--- config.mk ---
export PLATFORM = sky130hd
export DESIGN_NAME = expression_token_scanner_unit
export DESIGN_NICKNAME = d
export VERILOG_FILES = /design/src/rtl/ets_pkg.sv /design/src/rtl/ets_front.sv /design/src/rtl/ets_queue.sv /design/src/rtl/ets_back.sv /design/src/rtl/expression_token_scanner_unit.sv
export SDC_FILE = /design/constraint.sdc
export NUM_CORES = 1
export LEC_CHECK = 0
export ABC_AREA = 0
export BUFFER_PORTS_ARGS = -buffer_cell sky130_fd_sc_hd__buf_4
export CORE_ASPECT_RATIO = 0.8
export CORE_MARGIN = 8
export CORE_UTILIZATION = 40
export CTS_CLUSTER_DIAMETER = 100
export DETAILED_ROUTE_END_ITERATION = 8
export PLACE_DENSITY = 0.6
export SLEW_MARGIN = 20
export SYNTH_ARGS = -nofsm -noshare
export SYNTH_HDL_FRONTEND = slang
export SYNTH_SLANG_ARGS = --single-unit
--- constraint.sdc ---
create_clock -name clk -period 3.3 [get_ports clk]
set_input_delay 0.165 -clock clk [delete_from_list [all_inputs] [get_ports clk]]
set_output_delay 0.165 -clock clk [all_outputs]
set_load 0.005 [all_outputs]
--- src/rtl/ets_pkg.sv ---
package ets_pkg;

  localparam int ETS_LENGTH_BITS = 16;
  localparam int ETS_QUEUE_DEPTH = 2;

  localparam int CP_BITS  = 21;
  localparam int OUT_BITS = 16;

  localparam logic [1:0] KIND_TILDE   = 2'd0;
  localparam logic [1:0] KIND_POSTFIX = 2'd1;
  localparam logic [1:0] KIND_TAGGED  = 2'd2;
  localparam logic [1:0] KIND_BOOL    = 2'd3;

  localparam logic [7:0] CH_A = 8'h41;
  localparam logic [7:0] CH_D = 8'h44;
  localparam logic [7:0] CH_N = 8'h4e;
  localparam logic [7:0] CH_O = 8'h4f;
  localparam logic [7:0] CH_R = 8'h52;
  localparam logic [7:0] CH_X = 8'h58;

  localparam logic [CP_BITS-1:0] CP_TAB_LO  = 21'h00009;
  localparam logic [CP_BITS-1:0] CP_TAB_HI  = 21'h0000d;
  localparam logic [CP_BITS-1:0] CP_SPACE   = 21'h00020;
  localparam logic [CP_BITS-1:0] CP_NBSP    = 21'h000a0;
  localparam logic [CP_BITS-1:0] CP_OGHAM   = 21'h01680;
  localparam logic [CP_BITS-1:0] CP_EN_LO   = 21'h02000;
  localparam logic [CP_BITS-1:0] CP_EN_HI   = 21'h0200b;
  localparam logic [CP_BITS-1:0] CP_LSEP    = 21'h02028;
  localparam logic [CP_BITS-1:0] CP_PSEP    = 21'h02029;
  localparam logic [CP_BITS-1:0] CP_NNBSP   = 21'h0202f;
  localparam logic [CP_BITS-1:0] CP_MMSP    = 21'h0205f;
  localparam logic [CP_BITS-1:0] CP_WJ      = 21'h02060;
  localparam logic [CP_BITS-1:0] CP_IDSP    = 21'h03000;
  localparam logic [CP_BITS-1:0] CP_BOM     = 21'h0feff;
  localparam logic [CP_BITS-1:0] CP_PIPE    = 21'h0007c;
  localparam logic [CP_BITS-1:0] CP_TILDE   = 21'h0007e;
  localparam logic [CP_BITS-1:0] CP_HYPHEN  = 21'h0002d;
  localparam logic [CP_BITS-1:0] CP_LBRACE  = 21'h0007b;
  localparam logic [CP_BITS-1:0] CP_UNDER   = 21'h0005f;
  localparam logic [CP_BITS-1:0] CP_UPPER_A = 21'h00041;
  localparam logic [CP_BITS-1:0] CP_UPPER_Z = 21'h0005a;
  localparam logic [CP_BITS-1:0] CP_LOWER_A = 21'h00061;
  localparam logic [CP_BITS-1:0] CP_LOWER_Z = 21'h0007a;
  localparam logic [CP_BITS-1:0] CP_DIGIT_0 = 21'h00030;
  localparam logic [CP_BITS-1:0] CP_DIGIT_9 = 21'h00039;

  typedef struct packed {
    logic       space;
    logic       letter;
    logic       name;
    logic       pipe;
    logic       tilde;
    logic       hyphen;
    logic       lbrace;
    logic [7:0] upper;
  } char_class_t;

  typedef struct packed {
    logic allow_tag;
    logic allow_post;
    logic allow_tilde;
    logic allow_bool;
  } allow_t;

  typedef struct packed {
    char_class_t cls;
    logic        start;
    allow_t      allow;
  } entry_t;

  typedef struct packed {
    logic empty;
    logic full;
  } q_stat_t;

endpackage

--- src/rtl/ets_front.sv ---
module ets_front
  import ets_pkg::*;
(
  input  logic [CP_BITS-1:0] code_point,
  input  logic               start_req,
  input  logic               allow_bool_op,
  input  logic               allow_prefix_tilde,
  input  logic               allow_postfix_name,
  input  logic               allow_tagged_record,
  output entry_t             entry
);

  logic c_upper;
  logic c_lower;
  logic c_digit;

  always_comb begin
    c_upper = (code_point >= CP_UPPER_A) && (code_point <= CP_UPPER_Z);
    c_lower = (code_point >= CP_LOWER_A) && (code_point <= CP_LOWER_Z);
    c_digit = (code_point >= CP_DIGIT_0) && (code_point <= CP_DIGIT_9);

    entry.cls.space = ((code_point >= CP_TAB_LO) && (code_point <= CP_TAB_HI)) ||
                      (code_point == CP_SPACE) || (code_point == CP_NBSP) ||
                      (code_point == CP_OGHAM) ||
                      ((code_point >= CP_EN_LO) && (code_point <= CP_EN_HI)) ||
                      (code_point == CP_LSEP) || (code_point == CP_PSEP) ||
                      (code_point == CP_NNBSP) || (code_point == CP_MMSP) ||
                      (code_point == CP_WJ) || (code_point == CP_IDSP) ||
                      (code_point == CP_BOM);
    entry.cls.letter = c_upper || c_lower;
    entry.cls.hyphen = (code_point == CP_HYPHEN);
    entry.cls.name   = c_upper || c_lower || c_digit || (code_point == CP_UNDER) ||
                       entry.cls.hyphen;
    entry.cls.pipe   = (code_point == CP_PIPE);
    entry.cls.tilde  = (code_point == CP_TILDE);
    entry.cls.lbrace = (code_point == CP_LBRACE);
    // fold to upper case by clearing bit 5
    entry.cls.upper  = {code_point[7:6], 1'b0, code_point[4:0]};

    entry.start            = start_req;
    entry.allow.allow_bool  = allow_bool_op;
    entry.allow.allow_tilde = allow_prefix_tilde;
    entry.allow.allow_post  = allow_postfix_name;
    entry.allow.allow_tag   = allow_tagged_record;
  end

endmodule

--- src/rtl/ets_queue.sv ---
module ets_queue
  import ets_pkg::*;
#(
  parameter int DEPTH = ETS_QUEUE_DEPTH
) (
  input  logic    clk,
  input  logic    rst_n,
  input  logic    push,
  input  entry_t  wr_entry,
  input  logic    pop,
  output entry_t  rd_entry,
  output q_stat_t stat
);

  localparam int PTR_BITS = (DEPTH > 1) ? $clog2(DEPTH) : 1;
  localparam int CNT_BITS = $clog2(DEPTH + 1);
  localparam logic [PTR_BITS-1:0] LAST_PTR = PTR_BITS'(DEPTH - 1);
  localparam logic [CNT_BITS-1:0] FULL_CNT = CNT_BITS'(DEPTH);

  entry_t              mem_r [DEPTH];
  logic [PTR_BITS-1:0] wr_ptr_r, wr_ptr_nxt;
  logic [PTR_BITS-1:0] rd_ptr_r, rd_ptr_nxt;
  logic [CNT_BITS-1:0] count_r, count_nxt;

  always_comb begin
    wr_ptr_nxt = wr_ptr_r;
    rd_ptr_nxt = rd_ptr_r;
    count_nxt  = count_r;
    if (push) begin
      wr_ptr_nxt = (wr_ptr_r == LAST_PTR) ? '0 : wr_ptr_r + 1'b1;
    end
    if (pop) begin
      rd_ptr_nxt = (rd_ptr_r == LAST_PTR) ? '0 : rd_ptr_r + 1'b1;
    end
    if (push && !pop) begin
      count_nxt = count_r + 1'b1;
    end else if (pop && !push) begin
      count_nxt = count_r - 1'b1;
    end
  end

  always_ff @(posedge clk) begin
    if (!rst_n) begin
      wr_ptr_r <= '0;
      rd_ptr_r <= '0;
      count_r  <= '0;
    end else begin
      wr_ptr_r <= wr_ptr_nxt;
      rd_ptr_r <= rd_ptr_nxt;
      count_r  <= count_nxt;
    end
  end

  always_ff @(posedge clk) begin
    if (push) begin
      mem_r[wr_ptr_r] <= wr_entry;
    end
  end

  assign rd_entry   = mem_r[rd_ptr_r];
  assign stat.empty = (count_r == '0);
  assign stat.full  = (count_r == FULL_CNT);

endmodule

--- src/rtl/ets_back.sv ---
module ets_back
  import ets_pkg::*;
#(
  parameter int LENGTH_BITS = ETS_LENGTH_BITS
) (
  input  logic                clk,
  input  logic                rst_n,
  input  logic                q_valid,
  input  entry_t              q_entry,
  output logic                pop,
  input  logic                out_stall,
  output logic                out_valid,
  output logic                out_accepted,
  output logic [1:0]          out_token_kind,
  output logic [OUT_BITS-1:0] out_token_length,
  output logic [OUT_BITS-1:0] out_skipped_count
);

  localparam logic [2:0] PH_IDLE   = 3'd0;
  localparam logic [2:0] PH_SKIP   = 3'd1;
  localparam logic [2:0] PH_BOOL   = 3'd2;
  localparam logic [2:0] PH_TILDE  = 3'd3;
  localparam logic [2:0] PH_NAME   = 3'd4;
  localparam logic [2:0] PH_HYPHEN = 3'd5;

  localparam logic [2:0] MAX_LETTERS = 3'd4;
  localparam logic [LENGTH_BITS-1:0] CNT_ONE = LENGTH_BITS'(1);

  logic [2:0]             phase_r, phase_nxt;
  allow_t                 allow_r, allow_nxt;
  logic [7:0]             letters_r [4];
  logic [2:0]             lcount_r, lcount_nxt;
  logic [LENGTH_BITS-1:0] len_r, len_nxt;
  logic [LENGTH_BITS-1:0] skip_r, skip_nxt;

  logic                   out_valid_r;
  logic                   acc_r;
  logic [1:0]             kind_r;
  logic [LENGTH_BITS-1:0] olen_r;
  logic [LENGTH_BITS-1:0] oskip_r;

  logic [2:0]             ph_e;
  allow_t                 af_e;
  logic [2:0]             lc_e;
  logic [LENGTH_BITS-1:0] len_e;
  logic [LENGTH_BITS-1:0] skip_e;
  logic [LENGTH_BITS-1:0] len_inc;
  logic [LENGTH_BITS-1:0] skip_inc;
  logic                   emit;
  logic                   emit_acc;
  logic [1:0]             emit_kind;
  logic                   wr_letter;
  logic                   op_ok;
  char_class_t            c;

  function automatic logic [LENGTH_BITS-1:0] sat_inc(input logic [LENGTH_BITS-1:0] v);
    sat_inc = (v == '1) ? v : v + 1'b1;
  endfunction

  assign pop = q_valid && (!out_valid_r || !out_stall);
  assign c   = q_entry.cls;

  always_comb begin
    op_ok = ((lcount_r == 3'd2) && (letters_r[0] == CH_O) && (letters_r[1] == CH_R)) ||
            ((lcount_r == 3'd3) && (letters_r[0] == CH_A) && (letters_r[1] == CH_N) &&
             (letters_r[2] == CH_D)) ||
            ((lcount_r == 3'd3) && (letters_r[0] == CH_X) && (letters_r[1] == CH_O) &&
             (letters_r[2] == CH_R)) ||
            ((lcount_r == 3'd3) && (letters_r[0] == CH_N) && (letters_r[1] == CH_O) &&
             (letters_r[2] == CH_R)) ||
            ((lcount_r == MAX_LETTERS) && (letters_r[0] == CH_N) &&
             (letters_r[1] == CH_A) && (letters_r[2] == CH_N) && (letters_r[3] == CH_D)) ||
            ((lcount_r == MAX_LETTERS) && (letters_r[0] == CH_N) &&
             (letters_r[1] == CH_X) && (letters_r[2] == CH_O) && (letters_r[3] == CH_R));
  end

  always_comb begin
    ph_e     = q_entry.start ? PH_SKIP : phase_r;
    af_e     = q_entry.start ? q_entry.allow : allow_r;
    lc_e     = q_entry.start ? 3'd0 : lcount_r;
    len_e    = q_entry.start ? '0 : len_r;
    skip_e   = q_entry.start ? '0 : skip_r;
    len_inc  = sat_inc(len_e);
    skip_inc = sat_inc(skip_e);

    phase_nxt  = ph_e;
    allow_nxt  = af_e;
    lcount_nxt = lc_e;
    len_nxt    = len_e;
    skip_nxt   = skip_e;
    emit       = 1'b0;
    emit_acc   = 1'b0;
    emit_kind  = KIND_TILDE;
    wr_letter  = 1'b0;

    case (ph_e)
      PH_SKIP: begin
        if (c.space) begin
          skip_nxt = skip_inc;
        end else if (af_e.allow_bool && c.pipe) begin
          len_nxt    = CNT_ONE;
          lcount_nxt = 3'd0;
          phase_nxt  = PH_BOOL;
        end else if (af_e.allow_tilde && c.tilde) begin
          len_nxt   = CNT_ONE;
          phase_nxt = PH_TILDE;
        end else if ((af_e.allow_post || af_e.allow_tag) && c.letter) begin
          len_nxt   = CNT_ONE;
          phase_nxt = PH_NAME;
        end else begin
          emit = 1'b1;
        end
      end
      PH_BOOL: begin
        if (c.letter) begin
          if (lc_e >= MAX_LETTERS) begin
            emit = 1'b1;
          end else begin
            wr_letter  = 1'b1;
            lcount_nxt = lc_e + 1'b1;
            len_nxt    = len_inc;
          end
        end else if (!c.name && op_ok) begin
          emit      = 1'b1;
          emit_acc  = 1'b1;
          emit_kind = KIND_BOOL;
        end else begin
          emit = 1'b1;
        end
      end
      PH_TILDE: begin
        emit     = 1'b1;
        emit_acc = c.letter;
      end
      PH_NAME: begin
        if (c.letter) begin
          len_nxt = len_inc;
        end else if (c.hyphen) begin
          len_nxt   = len_inc;
          phase_nxt = PH_HYPHEN;
        end else if (af_e.allow_post && c.tilde) begin
          emit      = 1'b1;
          emit_acc  = 1'b1;
          emit_kind = KIND_POSTFIX;
        end else if (af_e.allow_tag && c.lbrace) begin
          emit      = 1'b1;
          emit_acc  = 1'b1;
          emit_kind = KIND_TAGGED;
        end else begin
          emit = 1'b1;
        end
      end
      PH_HYPHEN: begin
        if (c.letter) begin
          len_nxt   = len_inc;
          phase_nxt = PH_NAME;
        end else begin
          emit = 1'b1;
        end
      end
      default: begin
        phase_nxt = PH_IDLE;
      end
    endcase

    if (emit) begin
      phase_nxt = PH_IDLE;
    end
  end

  always_ff @(posedge clk) begin
    if (!rst_n) begin
      phase_r     <= PH_IDLE;
      allow_r     <= '0;
      lcount_r    <= '0;
      len_r       <= '0;
      skip_r      <= '0;
      out_valid_r <= 1'b0;
    end else begin
      if (pop) begin
        phase_r  <= phase_nxt;
        allow_r  <= allow_nxt;
        lcount_r <= lcount_nxt;
        len_r    <= len_nxt;
        skip_r   <= skip_nxt;
      end
      if (pop && emit) begin
        out_valid_r <= 1'b1;
      end else if (!out_stall) begin
        out_valid_r <= 1'b0;
      end
    end
  end

  always_ff @(posedge clk) begin
    if (pop && wr_letter) begin
      letters_r[lc_e[1:0]] <= c.upper;
    end
    if (pop && emit) begin
      acc_r   <= emit_acc;
      kind_r  <= emit_acc ? emit_kind : KIND_TILDE;
      olen_r  <= emit_acc ? len_e : '0;
      oskip_r <= skip_e;
    end
  end

  assign out_valid         = out_valid_r;
  assign out_accepted      = acc_r;
  assign out_token_kind    = kind_r;
  assign out_token_length  = OUT_BITS'(olen_r);
  assign out_skipped_count = OUT_BITS'(oskip_r);

endmodule

--- src/rtl/expression_token_scanner_unit.sv ---
// expression token scanner
// input channel: one code point per request (in_valid / in_stall). a request
// with in_start_req high opens a scan attempt and samples the four allow flags;
// code point zero marks end of input.
// result channel: one request per decided attempt (out_valid / out_stall)
// carrying accepted, token kind, token length and skipped whitespace count.
// a rejected result has kind and length zero.
// throughput: one code point per cycle unless out_stall holds a result, whatever
// the token pattern; every code point gets the same fixed amount of work.
// a code point that decides an attempt is written into the queue, and its result
// is loaded into the result register when the state machine reads it out.
// the classifier writes into a small queue; the scan state machine drains it
// into a single result register. when out_stall is high while a result waits,
// the result holds and the state machine pauses; the queue keeps taking code
// points until full, and only then is in_stall raised.
// reset (rst_n low, synchronous) empties the queue, drops any attempt in
// progress and any result not yet taken.
module expression_token_scanner_unit
  import ets_pkg::*;
#(
  parameter int LENGTH_BITS = ETS_LENGTH_BITS,
  parameter int QUEUE_DEPTH = ETS_QUEUE_DEPTH
) (
  input  logic                clk,
  input  logic                rst_n,
  input  logic                in_valid,
  output logic                in_stall,
  input  logic [CP_BITS-1:0]  in_code_point,
  input  logic                in_start_req,
  input  logic                in_allow_bool_op,
  input  logic                in_allow_prefix_tilde,
  input  logic                in_allow_postfix_name,
  input  logic                in_allow_tagged_record,
  output logic                out_valid,
  input  logic                out_stall,
  output logic                out_accepted,
  output logic [1:0]          out_token_kind,
  output logic [OUT_BITS-1:0] out_token_length,
  output logic [OUT_BITS-1:0] out_skipped_count
);

  entry_t  fr_entry;
  entry_t  q_entry;
  q_stat_t q_stat;
  logic    push;
  logic    pop;

  ets_front u_front (
    .code_point          (in_code_point),
    .start_req           (in_start_req),
    .allow_bool_op       (in_allow_bool_op),
    .allow_prefix_tilde  (in_allow_prefix_tilde),
    .allow_postfix_name  (in_allow_postfix_name),
    .allow_tagged_record (in_allow_tagged_record),
    .entry               (fr_entry)
  );

  assign in_stall = q_stat.full;
  assign push     = in_valid && !q_stat.full;

  ets_queue #(
    .DEPTH (QUEUE_DEPTH)
  ) u_queue (
    .clk      (clk),
    .rst_n    (rst_n),
    .push     (push),
    .wr_entry (fr_entry),
    .pop      (pop),
    .rd_entry (q_entry),
    .stat     (q_stat)
  );

  ets_back #(
    .LENGTH_BITS (LENGTH_BITS)
  ) u_back (
    .clk               (clk),
    .rst_n             (rst_n),
    .q_valid           (!q_stat.empty),
    .q_entry           (q_entry),
    .pop               (pop),
    .out_stall         (out_stall),
    .out_valid         (out_valid),
    .out_accepted      (out_accepted),
    .out_token_kind    (out_token_kind),
    .out_token_length  (out_token_length),
    .out_skipped_count (out_skipped_count)
  );

  // result register only reloads once the waiting result has gone
  a_no_overwrite: assert property (@(posedge clk) disable iff (!rst_n)
    out_valid && out_stall |-> !pop)
    else $error("scan advanced while a result was held");

  // a queue entry is never read before it is written
  a_pop_nonempty: assert property (@(posedge clk) disable iff (!rst_n)
    pop |-> !q_stat.empty)
    else $error("queue popped while empty");

  a_reject_clear: assert property (@(posedge clk) disable iff (!rst_n)
    out_valid && !out_accepted |-> out_token_kind == KIND_TILDE && out_token_length == '0)
    else $error("rejected result carries token data");

  a_bool_len: assert property (@(posedge clk) disable iff (!rst_n)
    out_valid && out_accepted && out_token_kind == KIND_BOOL |->
      out_token_length >= OUT_BITS'(3) && out_token_length <= OUT_BITS'(5))
    else $error("boolean operator of impossible length");

endmodule

==> out/metrics.yaml <==
tightestPinTransition_ns: 0.880
worst-path-buf-inv: 2
netlist_instances: 724
cts_resized: 0
finalCritPeriodShare: 0.887
post_drt_wl_per_cell_um: 18.1
end_kind: "flip-flop"
grt_pass1_wl_mm: 31.4
critPathSlowestCell: "edfxtp_1"
path_max_fanout: 34
cts_hold_buffers: 8
pwr-share-seq: 0.413
drv_slew: 0
layout-drive-gt1-share: 0.200
min_from: "in_code_point[0]"
portBuffers: 66
grt_max_degree: 37
worst_ep_arrival_time_ns: 3.17
diodes: 0
crit_chain: "mux2i_4, buf_4, o2111ai_1, nor3_1, a41oi_2, buf_4, a21boi_0"
postSynth.topFlopCell: "edfxtp_1"
r2r_end: "u_back.out_token_length[2]"
pre_cts_ws_ns: 0.426
p_sw_mw: 1.78
gr-total-overflow: 0
seq_area_frac_synth: 0.517
setup_viol: 0
ys_types: 100
die_w_um: 171
power.density_mw_per_mm2: 619
hold_path_end: "u_queue.mem_r[1][5]"
worstSkewPairLatency_ns: 0.42
irDropWorstVdd_mv: 0.466
htreeDepth: 4
hp-class: "in2reg"
ff2ff_path_depth: 7
finalClockSkew_ns: 0.00816
hold_viol_final: 0
cts_root_buffer: "clkbuf_16"
min_period_ns: 2.93
synth_commonest_cells: "101 x edfxtp_1, 73 x nand2_1, 51 x nor2_1"
synth_warnings: 0
post-place-cells: 1029
synth.net_count: 761
numCtsBuffers: 17
ios: 67
worstSetupStartpointType: "flip-flop"
synth-async-reset-ratio: 0
fillers: 1764
startpoint: "u_queue.mem_r[1][4]"
cellLeakagePower_nw: 3.14
die-area_mm2: 0.0240
grt.total_usage: 0.163
final_cells: 1069
maxSlewHeadroom: 0.412
r2r_slack_ns: 0.37
min_path_cells: 1
synth_edf_count: 101
setup_ws_ns: 0.371
worstSetupPathType: "reg2reg"
ys_seq_elements: 149
die_h_um: 140
cts_tree: "yes"
combPwrFrac: 0.245
synth_area_leaders: "edfxtp_1 39%, dfxtp_1 12%, nand2_1 3.5%, nor2_1 2.5%, a21oi_1 2.1%"
avgViaCountPerCell: 5.75
cts_buffer_depth: 2
fmax_mhz: 341
crit_path_frequent_cell: "buf_4"
antenna_found_initial: 0
syn_area_per_cell_um2: 10.7
netlist.area_leader.share: 0.393
drt-total-wl_mm: 19.3
vias: 6152
cts_setup_buffers: 0
synth.largest_area_cell: "edfxtp_1"
synth.most_common_cell: "edfxtp_1"
required_ns: 3.55
outcome: "finished, final reports clean"
slowest_delay_ns: 0.52
setup_tns_ns: 0
core_mm2: 0.0190
netlist_area_mm2: 0.00772
power.total_mw: 5.66
std_cell_rows: 45
clk_pin_slew_ns: 0.06
clkPwrFrac: 0.342
clock_sinks: 149
rsz0062_at_grt: "false"
dp_hpwl_mm: 13.4
path_delay_family: "buffers and inverters"
area_growth_pct: 18.4
drcViolationCount: 0
grt_pass1_vias: 6108
start_util: 0.407
swShare: 0.315
nets: 835
r2r-start: "u_queue.mem_r[1][4]"
drtAntennaViolNets: 0
p_int_mw: 3.87
initialDrtViolationCount: 551
first_pass_iters: 5
cap_violations: 0
gp_congestion: 0.913
-- worst max-delay path by stage --
| stage | endpoint | cells past startpoint | slack, ns |
|---|---|---|---|
| after floorplan | u_back.skip_r[6] | 12 | 0.28 |
| after global placement | u_back.out_token_kind[1] | 8 | 0.46 |
| after detailed placement | u_back.out_token_kind[1] | 8 | 0.43 |
| after CTS | u_back.out_token_length[1] | 8 | 0.40 |
| after global routing | u_back.skip_r[14] | 9 | 0.17 |
| final | u_back.out_token_length[2] | 7 | 0.37 |
-- area by class of cell --
class                   instances  area, um^2  share of cell area
inverters                      18        67.6             0.00739
repair buffers                 90         708              0.0775
clock inverters                14         159              0.0174
clock buffers                  18         429              0.0470
multi-input cells             522        3460               0.378
well taps                     258         323              0.0353
flip-flops and latches        149        3990               0.437
-- routing by layer --
metal  wire [um]  vias up  share of wire  GRT usage
li1            -     2932              -          -
met1        9120     2971           0.47      0.223
met2        8760      223           0.45      0.249
met3        1220       26          0.063     0.0340
met4         217        0          0.011     0.0649
met5           0        -              0          0
-- cells by family (layout without fill, tap and decap cells) --
family | count (synthesis) | count (layout) | synth area share
buffers and inverters | 53 | 140 | 0.0358
AO/OA/AOI/OAI | 167 | 167 | 0.158
adder cells (fa/ha/maj) | 7 | 7 | 0.0113
XOR/XNOR | 15 | 15 | 0.0170
multiplexers | 19 | 19 | 0.0303
AND/OR/NAND/NOR | 314 | 314 | 0.230
flip-flops | 149 | 149 | 0.517
-- worst register-to-register path, delay by kind of cell, from the launching register on --
family          cells  cell delay [ns]
compound gates      3             0.69
buf+inv             2             0.69
flops               1             0.52
mux                 1             0.36
simple gates        1             0.49
-- stage by stage --
stage / hold WS (ns) / utilization / cell area (um^2)
after floorplan: 0.264 / - / 7720
after global placement: 0.350 / 0.446 / 8470
after detailed placement: 0.355 / 0.446 / 8470
after CTS: 0.00398 / 0.482 / 9140
after global routing: 0.0174 / 0.482 / 9140
final: 0.0251 / 0.482 / 9140
-- registers in the layout, indices dropped and copies added (netlist names), named ones only --
register	cells
u_back.letters_r	28
u_back.lcount_r	3
u_back.len_r	16
u_back.skip_r	16
u_back.phase_r	3
u_back.out_valid	1
u_back.allow_r	4
u_queue.count_r	2
u_queue.wr_ptr_r	1
u_back.out_token_length	16
u_back.out_skipped_count	16
u_back.out_accepted	1
u_queue.rd_ptr_r	1
u_queue.mem_r	38
u_back.out_token_kind	2
-- power groups by stage --
stage | Sequential [mW] | Clock, mW | Combinational, mW
6_report | 2.34 | 1.93 | 1.39
5_1_grt | 2.36 | 2.06 | 1.51
4_1_cts | 2.34 | 1.99 | 1.38
3_5_place_dp | 2.38 | 0 | 1.36
3_3_place_gp | 2.37 | 0 | 1.34
2_1_floorplan | 2.34 | 0 | 0.981
-- layout by cell type, fill, tap and decap left out, drive strengths merged, types with 5 or more instances in the layout --
master	instances
a211oi	11
a21boi	14
a21oi	36
a22oi	6
a31oi	10
and2	23
and3	14
and4	6
buf	82
clkbuf	18
clkinv	8
dfxtp	48
dlygate4sd3	8
edfxtp	101
ha	7
inv	18
mux2	9
mux2i	10
nand2	73
nand2b	13
nand3	20
nand4	15
nor2	53
nor3	30
nor3b	9
nor4	19
nor4bb	5
o2111ai	9
o211ai	6
o21ai	25
o311ai	5
o31ai	5
or3	6
xor2	12
(Power assumes the default switching activity.)
